File: src/sv/start_stop_xor_packet_deframer_core_defines.svh
// ----------------------------------------------------------------------------
// Assertion macros for the start/stop XOR packet deframer
// Clocked property checks with synchronous reset disable; empty under SYNTH.
// ----------------------------------------------------------------------------
`ifndef START_STOP_XOR_PACKET_DEFRAMER_CORE_DEFINES_SVH
`define START_STOP_XOR_PACKET_DEFRAMER_CORE_DEFINES_SVH

`ifndef SYNTH
// prop must hold at every clock edge outside reset
`define SSXD_ASSERT(label, clk, rst, prop) \
  label: assert property (@(posedge clk) disable iff (rst) (prop)) \
    else $error("ssxd assertion failed");
// cons must hold in the clock cycle after ante
`define SSXD_ASSERT_NEXT(label, clk, rst, ante, cons) \
  label: assert property (@(posedge clk) disable iff (rst) (ante) |=> (cons)) \
    else $error("ssxd assertion failed");
`else
`define SSXD_ASSERT(label, clk, rst, prop)
`define SSXD_ASSERT_NEXT(label, clk, rst, ante, cons)
`endif

`endif

File: src/sv/ssxd_pkg.sv
// ----------------------------------------------------------------------------
// ssxd_pkg
// Shared types and constants of the start/stop XOR packet deframer.
// ----------------------------------------------------------------------------
package ssxd_pkg;

  typedef logic [7:0] byte_t;

  localparam int PAYLOAD_LEN = 8;
  localparam int POS_W       = 4;

  typedef logic [POS_W-1:0] pos_t;

  // frame position codes; 1..PAYLOAD_LEN mean "next byte is payload byte n"
  localparam pos_t POS_IDLE  = 4'd0;
  localparam pos_t POS_FIRST = 4'd1;
  localparam pos_t POS_LAST  = 4'd8;
  localparam pos_t POS_CHECK = 4'd9;
  localparam pos_t POS_CLOSE = 4'd10;

  localparam int CFG_INDEX_W = 1;
  typedef logic [CFG_INDEX_W-1:0] cfg_index_t;

  localparam cfg_index_t REG_START_MARKER = 1'd0;
  localparam cfg_index_t REG_STOP_MARKER  = 1'd1;

  localparam byte_t START_MARKER_RESET = 8'hAA;
  localparam byte_t STOP_MARKER_RESET  = 8'h55;

  // control from the sequencer to the datapath
  typedef struct packed {
    logic shift;     // payload byte accepted, advance the cell chain
    logic emit;      // good packet closed, load the output register
    logic at_close;  // next byte is the closing byte
  } ctrl_t;

endpackage

File: src/sv/ssxd_if.sv
// ----------------------------------------------------------------------------
// ssxd_rx_if / ssxd_pkt_if
// Valid/ready channels: received bytes in, decoded packets out.
// ----------------------------------------------------------------------------
interface ssxd_rx_if;
  logic             valid;
  logic             ready;
  ssxd_pkg::byte_t  rx_byte;

  modport source (output valid, output rx_byte, input ready);
  modport sink   (input valid, input rx_byte, output ready);
endinterface

interface ssxd_pkt_if;
  logic             valid;
  logic             ready;
  ssxd_pkg::byte_t  joystick_x;
  ssxd_pkg::byte_t  joystick_y;
  ssxd_pkg::byte_t  button_a;
  ssxd_pkg::byte_t  button_b;
  ssxd_pkg::byte_t  button_c;
  ssxd_pkg::byte_t  button_d;
  ssxd_pkg::byte_t  button_e;
  ssxd_pkg::byte_t  button_k;

  modport source (output valid, output joystick_x, output joystick_y,
                  output button_a, output button_b, output button_c,
                  output button_d, output button_e, output button_k,
                  input ready);
  modport sink   (input valid, input joystick_x, input joystick_y,
                  input button_a, input button_b, input button_c,
                  input button_d, input button_e, input button_k,
                  output ready);
endinterface

File: src/sv/ssxd_cell.sv
// ----------------------------------------------------------------------------
// ssxd_cell
// One payload byte cell; takes its neighbour's byte on shift.
// ----------------------------------------------------------------------------
module ssxd_cell (
  input  logic            clk,
  input  logic            shift,
  input  ssxd_pkg::byte_t d_in,
  output ssxd_pkg::byte_t q
);

  always_ff @(posedge clk) begin
    if (shift) begin
      q <= d_in;
    end
  end

endmodule

File: src/sv/ssxd_seq.sv
// ----------------------------------------------------------------------------
// ssxd_seq
// Frame position counter and running XOR check.
// ----------------------------------------------------------------------------
`include "start_stop_xor_packet_deframer_core_defines.svh"

module ssxd_seq (
  input  logic            clk,
  input  logic            rst,
  input  logic            take,
  input  ssxd_pkg::byte_t rx_byte,
  input  ssxd_pkg::byte_t start_marker,
  input  ssxd_pkg::byte_t stop_marker,
  output ssxd_pkg::ctrl_t ctrl
);

  ssxd_pkg::pos_t  pos;
  ssxd_pkg::pos_t  pos_next;
  ssxd_pkg::byte_t xor_acc;      // payload XOR, then XORed with the check byte
  ssxd_pkg::byte_t xor_acc_next;
  logic            in_payload;

  assign in_payload = (pos >= ssxd_pkg::POS_FIRST) && (pos <= ssxd_pkg::POS_LAST);

  always_comb begin
    pos_next     = pos;
    xor_acc_next = xor_acc;
    if (take) begin
      case (pos)
        ssxd_pkg::POS_CHECK: begin
          xor_acc_next = xor_acc ^ rx_byte;
          pos_next     = ssxd_pkg::POS_CLOSE;
        end
        ssxd_pkg::POS_CLOSE: begin
          pos_next = ssxd_pkg::POS_IDLE;
        end
        default: begin
          if (in_payload) begin
            xor_acc_next = xor_acc ^ rx_byte;
            pos_next     = pos + 4'd1;
          end else begin
            // idle, and unused codes behave as idle
            xor_acc_next = '0;
            pos_next     = (rx_byte == start_marker) ? ssxd_pkg::POS_FIRST
                                                     : ssxd_pkg::POS_IDLE;
          end
        end
      endcase
    end
  end

  always_ff @(posedge clk) begin
    if (rst) begin
      pos <= ssxd_pkg::POS_IDLE;
    end else begin
      pos <= pos_next;
    end
  end

  always_ff @(posedge clk) begin
    xor_acc <= xor_acc_next;
  end

  assign ctrl.shift    = take && in_payload;
  assign ctrl.at_close = (pos == ssxd_pkg::POS_CLOSE);
  assign ctrl.emit     = take && ctrl.at_close && (rx_byte == stop_marker)
                         && (xor_acc == '0);

  `SSXD_ASSERT(a_pos_range, clk, rst, pos <= ssxd_pkg::POS_CLOSE)
  `SSXD_ASSERT(a_emit_at_close, clk, rst,
               !ctrl.emit || (take && pos == ssxd_pkg::POS_CLOSE))
  `SSXD_ASSERT_NEXT(a_close_to_idle, clk, rst,
                    take && pos == ssxd_pkg::POS_CLOSE, pos == ssxd_pkg::POS_IDLE)
  `SSXD_ASSERT_NEXT(a_start_opens, clk, rst,
                    take && pos == ssxd_pkg::POS_IDLE && rx_byte == start_marker,
                    pos == ssxd_pkg::POS_FIRST)

endmodule

File: src/sv/start_stop_xor_packet_deframer_core.sv
// ----------------------------------------------------------------------------
// start_stop_xor_packet_deframer_core
// Start/stop byte deframer with XOR checksum. Channel rx takes one received
// byte per item; channel pkt gives one item of eight payload bytes per good
// packet. Frame: start marker, eight payload bytes, XOR check byte, stop.
// Rate: one byte per cycle while rx.ready is high; the position counter
// takes every accepted byte and the cell chain every payload byte. A
// packet is shown on pkt in the cycle after its closing byte is accepted.
// The closing byte is held off (rx.ready low) only while a packet waits in
// the output register and pkt.ready is low; all other bytes are taken even
// while pkt stalls. Bad packets and bytes outside a frame are dropped.
// Markers are written through cfg_we/cfg_index/cfg_data; the user must do
// so only while idle, the block does not check. Reset (rst, synchronous):
// position to idle, output empty, markers default (start 0xAA, stop 0x55).
// ----------------------------------------------------------------------------
module start_stop_xor_packet_deframer_core (
  input  logic                   clk,
  input  logic                   rst,
  ssxd_rx_if.sink                rx,
  ssxd_pkt_if.source             pkt,
  input  logic                   cfg_we,
  input  ssxd_pkg::cfg_index_t   cfg_index,
  input  ssxd_pkg::byte_t        cfg_data
);

  ssxd_pkg::byte_t start_marker;
  ssxd_pkg::byte_t stop_marker;
  ssxd_pkg::ctrl_t ctrl;
  logic            take;

  // cell chain: byte enters cell 0, first payload byte ends in the last cell
  ssxd_pkg::byte_t cell_q [ssxd_pkg::PAYLOAD_LEN];

  // marker registers
  always_ff @(posedge clk) begin
    if (rst) begin
      start_marker <= ssxd_pkg::START_MARKER_RESET;
      stop_marker  <= ssxd_pkg::STOP_MARKER_RESET;
    end else if (cfg_we) begin
      case (cfg_index)
        ssxd_pkg::REG_START_MARKER: start_marker <= cfg_data;
        ssxd_pkg::REG_STOP_MARKER:  stop_marker  <= cfg_data;
        default: ;
      endcase
    end
  end

  // only the closing byte can need the output register
  assign rx.ready = !ctrl.at_close || !pkt.valid || pkt.ready;
  assign take     = rx.valid && rx.ready;

  ssxd_seq u_seq (
    .clk          (clk),
    .rst          (rst),
    .take         (take),
    .rx_byte      (rx.rx_byte),
    .start_marker (start_marker),
    .stop_marker  (stop_marker),
    .ctrl         (ctrl)
  );

  for (genvar i = 0; i < ssxd_pkg::PAYLOAD_LEN; i++) begin : g_cell
    if (i == 0) begin : g_head
      ssxd_cell u_cell (
        .clk   (clk),
        .shift (ctrl.shift),
        .d_in  (rx.rx_byte),
        .q     (cell_q[i])
      );
    end else begin : g_body
      ssxd_cell u_cell (
        .clk   (clk),
        .shift (ctrl.shift),
        .d_in  (cell_q[i-1]),
        .q     (cell_q[i])
      );
    end
  end

  // output register; lets the next frame fill the cells while a packet waits
  always_ff @(posedge clk) begin
    if (rst) begin
      pkt.valid <= 1'b0;
    end else if (ctrl.emit) begin
      pkt.valid <= 1'b1;
    end else if (pkt.ready) begin
      pkt.valid <= 1'b0;
    end
  end

  always_ff @(posedge clk) begin
    if (ctrl.emit) begin
      pkt.joystick_x <= cell_q[7];
      pkt.joystick_y <= cell_q[6];
      pkt.button_a   <= cell_q[5];
      pkt.button_b   <= cell_q[4];
      pkt.button_c   <= cell_q[3];
      pkt.button_d   <= cell_q[2];
      pkt.button_e   <= cell_q[1];
      pkt.button_k   <= cell_q[0];
    end
  end

endmodule
File: src/flat_wrapper.sv
// flat-port wrapper written by rule: the top's interface ports become plain ports
module start_stop_xor_packet_deframer_core_flat 
  (clk, rst, cfg_we, cfg_index, cfg_data, rx_valid, rx_rx_byte, rx_ready, pkt_valid, pkt_joystick_x, pkt_joystick_y, pkt_button_a, pkt_button_b, pkt_button_c, pkt_button_d, pkt_button_e, pkt_button_k, pkt_ready);
  ssxd_rx_if rx_i ();
  ssxd_pkt_if pkt_i ();
  input  logic clk;
  input  logic rst;
  input  logic cfg_we;
  input  ssxd_pkg::cfg_index_t cfg_index;
  input  ssxd_pkg::byte_t cfg_data;
  input wire logic [$bits(rx_i.valid)-1:0] rx_valid;
  input wire logic [$bits(rx_i.rx_byte)-1:0] rx_rx_byte;
  output wire logic [$bits(rx_i.ready)-1:0] rx_ready;
  output wire logic [$bits(pkt_i.valid)-1:0] pkt_valid;
  output wire logic [$bits(pkt_i.joystick_x)-1:0] pkt_joystick_x;
  output wire logic [$bits(pkt_i.joystick_y)-1:0] pkt_joystick_y;
  output wire logic [$bits(pkt_i.button_a)-1:0] pkt_button_a;
  output wire logic [$bits(pkt_i.button_b)-1:0] pkt_button_b;
  output wire logic [$bits(pkt_i.button_c)-1:0] pkt_button_c;
  output wire logic [$bits(pkt_i.button_d)-1:0] pkt_button_d;
  output wire logic [$bits(pkt_i.button_e)-1:0] pkt_button_e;
  output wire logic [$bits(pkt_i.button_k)-1:0] pkt_button_k;
  input wire logic [$bits(pkt_i.ready)-1:0] pkt_ready;
  assign rx_i.valid = rx_valid;
  assign rx_i.rx_byte = rx_rx_byte;
  assign rx_ready = rx_i.ready;
  assign pkt_valid = pkt_i.valid;
  assign pkt_joystick_x = pkt_i.joystick_x;
  assign pkt_joystick_y = pkt_i.joystick_y;
  assign pkt_button_a = pkt_i.button_a;
  assign pkt_button_b = pkt_i.button_b;
  assign pkt_button_c = pkt_i.button_c;
  assign pkt_button_d = pkt_i.button_d;
  assign pkt_button_e = pkt_i.button_e;
  assign pkt_button_k = pkt_i.button_k;
  assign pkt_i.ready = pkt_ready;
  start_stop_xor_packet_deframer_core u_core (.clk(clk), .rst(rst), .rx(rx_i), .pkt(pkt_i), .cfg_we(cfg_we), .cfg_index(cfg_index), .cfg_data(cfg_data));
endmodule
File: config.mk
export PLATFORM = sky130hd
export DESIGN_NAME = start_stop_xor_packet_deframer_core_flat
export DESIGN_NICKNAME = d
export VERILOG_FILES = /design/src/sv/ssxd_pkg.sv /design/src/sv/ssxd_if.sv /design/src/sv/ssxd_cell.sv /design/src/sv/ssxd_seq.sv /design/src/sv/start_stop_xor_packet_deframer_core.sv /design/src/flat_wrapper.sv
export VERILOG_INCLUDE_DIRS = /design/src /design/src/sv
export SDC_FILE = /design/constraint.sdc
export NUM_CORES = 1
export LEC_CHECK = 0
export ABC_AREA = 1
export BUFFER_PORTS_ARGS = -buffer_cell sky130_fd_sc_hd__buf_2
export CAP_MARGIN = 10
export CORE_MARGIN = 1
export CORE_UTILIZATION = 30
export CTS_CLUSTER_DIAMETER = 30
export DETAILED_ROUTE_END_ITERATION = 8
export GPL_ROUTABILITY_DRIVEN = 0
export PLACE_DENSITY = 0.56
export SLEW_MARGIN = 20
export SYNTH_ARGS = -nofsm -noshare
export SYNTH_HDL_FRONTEND = slang
export SYNTH_SLANG_ARGS = --single-unit
export TNS_END_PERCENT = 100
File: constraint.sdc
create_clock -name clk -period 9.26 [get_ports clk]
set_clock_uncertainty 0.2 [all_clocks]
set_input_delay 1.852 -clock clk [delete_from_list [all_inputs] [get_ports clk]]
set_output_delay 1.852 -clock clk [all_outputs]
set_load 0.05 [all_outputs]
[After elaboration in Yosys (flattened, before gate mapping)]
Index checks and enable logic that the tools add are counted.
Operators by class
  add/sub/neg operators: 1
  $lt $le $gt $ge: 2
  eq/ne operators: 4
  multiplexer cells: 7
  bitwise logic cells: 3
  reduce and logical (&&, ||, !) cells: 15
Operator list (count)
  $eq A8 B8 Y1: 2
  $pmux W8 S2: 1
  $eq A4 B4 Y1 const B: 2
  $logic_not A8 Y1: 1
  $mux W8: 1
  $pmux W4 S2: 1
  $xor A8 B8 Y8: 1
  $logic_and A1 B1 Y1: 6
  $reduce_and A2 Y1: 3
  $add A4 B1 Y4 const B: 1
  $ge A4 B1 Y1 const B: 1
  $le A4 B4 Y1 const B: 1
  $mux W4: 1
  $mux W1: 3
  $logic_not A1 Y1: 2
  $logic_or A1 B1 Y1: 2
  $not A1 Y1: 2
  $reduce_bool A2 Y1: 1
Word-level totals
  bits in registers: 157
  bits of input ports: 22
  output and inout bits: 66
  logic and storage cells: 53

[Logic depth before layout (Yosys ltp)]
  depth after elaboration: 9
  gate-level depth with buffers: 10

[Hierarchy]
Synthesis repeated with hierarchy kept, for this count alone.
Second synthesis, totals
  cell total of the unflattened synthesis: 346
  area, all modules: 5479.0 sq um
By module, submodules not included
  start_stop_xor_packet_deframer_core: instances 1, cells each 151, area each 2583.7 sq um, seq. area each 2262.2 sq um
  ssxd_cell: instances 8, cells each 8, area each 240.2 sq um, seq. area each 240.2 sq um
  ssxd_seq: instances 1, cells each 131, area each 973.4 sq um, seq. area each 320.3 sq um

[Least setup slack after synthesis]
No wires, ideal clock.
  path type: input to register
  start: input pkt_ready
  end: register u_core.g_cell[0].g_head.u_cell.q[0] (enable)
  library setup time: 0.507 ns
  arrival time: 5.310 ns
  path slack: 3.243 ns
  cell stages on the path: 4
  buffers on the path: 0
  cell sequence: nor2_1 nand2_4 nand2_4 a21oi_1
RTL lines
  from (decl): RTL line flat_wrapper.sv:23  | input wire logic [$bits(pkt_i.ready)-1:0] pkt_ready;
  to (signal assigned): RTL line ssxd_cell.sv:14  | q <= d_in;
  to (decl): RTL line ssxd_cell.sv:9  | output ssxd_pkg::byte_t q

[Final worst setup path]
  start: input pkt_ready
  end: output rx_ready
On the way
  longest elaborated chain between the ends: 1
Ends and longest elaborated chain
  $logic_or A1 B1 Y1: RTL line start_stop_xor_packet_deframer_core.sv:49  | assign rx.ready = !ctrl.at_close || !pkt.valid || pkt.ready;
  to (decl): RTL line flat_wrapper.sv:13  | output wire logic [$bits(rx_i.ready)-1:0] rx_ready;
No other way between the ends.

==> metrics <==
setup violators final 0; TritonCTS clock tree done; CP bufs+invs 2; final WL 8.97 mm; Biggest register u_core.g_cell.g_body.u_cell.q; vias in the first global route 2912; clock-pin slew on the worst setup and hold paths 0.06 ns; worst min path class reg2reg; H-tree depth 4; die area 18600 sq um; Initial DRC Count 153; global-route wire length before repair 14.4 mm; Worst setup EP type primary output; Setup Crit Path Kind in2out; Tightest Pin Transition 0.879 ns; Port Buffer Count 87; Detailed Place HPWL 5.85 mm; clock sink total 157; Synth area leaders edfxtp_1 (75%), dfxtp_1 (7.7%), nand2_1 (3.5%); crit-path leading delay family buffers and inverters; final hold vios 0; sum of negative setup slack 0 ns; sequential area share after synthesis 83.0%; Startpoint Class input pin; die width 136 um; Post-CTS Setup Repair Bufs 0; Post-Syn Area per Cell 16.1 sq um; Area growth, synth to finish 23.7%; Crit Path Max Fanout 3; initial core utilization 31.0%; worst slack, placed 4.71 ns; CTS resizes 0; Final Critical Period 4.54 ns; vias per inst 4.22; Syn Nets 363; Synth warnings 0; total vias in the final route 2879; Final ANT Viol Nets 0; largest net degree at the start of global routing 65; WL per Instance 13.1 um; GRT overflow 0; worst hold margin 0.218 ns; CP max stage cell nor2_1; cts-stage hold buffer count 0; post-synth top area share 75.3%; core area 17500 sq um; Crit path largest cell delay 0.22 ns; Final Max Tran Viols 0; Post-Syn Instances 337; Rows 48; clock latency on the worst-skew pair 0.42 ns; layout cells sized above 1 29.5%; Largest register FFs 56; VDD IR max 0.134 mV; fmax 220 MHz; fin nets 470; CP cell instances buf_2, nor2_1, nand2_4, buf_2; clock buffer depth 2; root buffer cell clkbuf_16; crit-path most repeated cell buf_2; post-layout util 38.4%; CP Data Required Time 7.21 ns; largest area contributor in the netlist edfxtp_1; Vert. Die Dim 136 um; post-placement cell area 6160 sq um; Design Area, Final 6710 sq um; post-route setup slack 4.72 ns; Data arrival, critical path 2.49 ns; DRC viols 0; max cap viols 0; leakage power 2.51 nW; unrepaired setup endpoints after global routing no; I/O pins 88; initial antenna violation count 0; Distinct cells, synth 22; TritonCTS Buffers 17; outcome complete, no violations; R2R Setup Slk 6.65 ns; synthesized area 5430 sq um; first-pass detailed-route iteration total 4; GRT Total Usage 10.7%; pwr dens 231 nW/um^2; max_slew headroom 41.4%; antenna diode count 0; fin crit share 49.0%; Seq cells post-synth 157
[final cells by class]
cell class	instances	area (sq um)
fillers	1602	10800
flip-flops and latches	157	4500
multi-input cells	151	823
repair buffers	89	450
clock buffers	20	437
well taps	225	282
clock inverters	12	111
inverters	28	105
[synth_stat cells, drive strengths merged]
| library cell | number |
|---|---|
| a21oi | 10 |
| buf | 1 |
| dfxtp | 21 |
| edfxtp | 136 |
| ha | 4 |
| inv | 28 |
| nand2 | 54 |
| nand3 | 15 |
| nand4 | 1 |
| nor2 | 35 |
| o211ai | 3 |
| o21ai | 10 |
| or2 | 1 |
| xnor2 | 18 |
[final timing paths]
path,cells after the start,endpoint,from
setup reg to reg,10,u_core.pkt.button_k[5],u_core.u_seq.pos[0]
setup / recovery,4,rx_ready,pkt_ready
hold / removal,0,u_core.pkt.joystick_x[0],u_core.g_cell[7].g_body.u_cell.q[0]
hold reg to reg,0,u_core.pkt.joystick_x[0],u_core.g_cell[7].g_body.u_cell.q[0]
[layout by cell type (no fill, tap or decap), drive strengths merged]
| cell | count |
|---|---|
| edfxtp | 136 |
| buf | 89 |
| nand2 | 54 |
| nor2 | 35 |
| inv | 32 |
| dfxtp | 21 |
| clkbuf | 20 |
| xnor2 | 18 |
| nand3 | 15 |
| o21ai | 10 |
| a21oi | 10 |
| ha | 4 |
| clkinvlp | 4 |
| o211ai | 3 |
| clkinv | 3 |
| or2 | 1 |
| nand4 | 1 |
| bufinv | 1 |
[metal layers]
layer | part of all wire, % | routed length (um) | global-route usage (%)
met2 | 48 | 4290 | 17.5
met4 | 1.3 | 113 | 4.81
met5 | 0 | 0 | 0
met3 | 6.8 | 607 | 4.63
met1 | 44 | 3950 | 12.1
[cells by family after synthesis]
logic type / count (synthesis) / share of synthesized area (%)
buf+inv: 29 / 2.03
xor+xnor: 18 / 2.91
flops: 157 / 83.0
fa+ha+maj: 4 / 0.922
simple gates: 106 / 8.74
compound gates: 23 / 2.40
[report_power, final]
part | internal, mW | switching (mW)
clock | 0.371 | 0.271
combinational | 0.0234 | 0.0478
sequential | 0.821 | 0.0178
[worst reg2reg max path, cell delays in order, from the launching register on]
cell and delay [ns]:
dfxtp_1 0.42, inv_1 0.11, ha_1 0.22, nand3_2 0.10, inv_2 0.06, nand2_4 0.07
nand2_4 0.08, nor2_2 0.10, nand2_1 0.11, inv_2 0.06, buf_4 0.62
[per-stage QoR]
stage | cells | total power, mW
finish | 682 | 1.55
global route | 682 | 1.62
CTS | 682 | 1.57
detailed placement | 650 | 0.926
global placement | 650 | 0.921
floorplan | 337 | 0.898
Note: power is estimated with default switching activity, not from simulation.
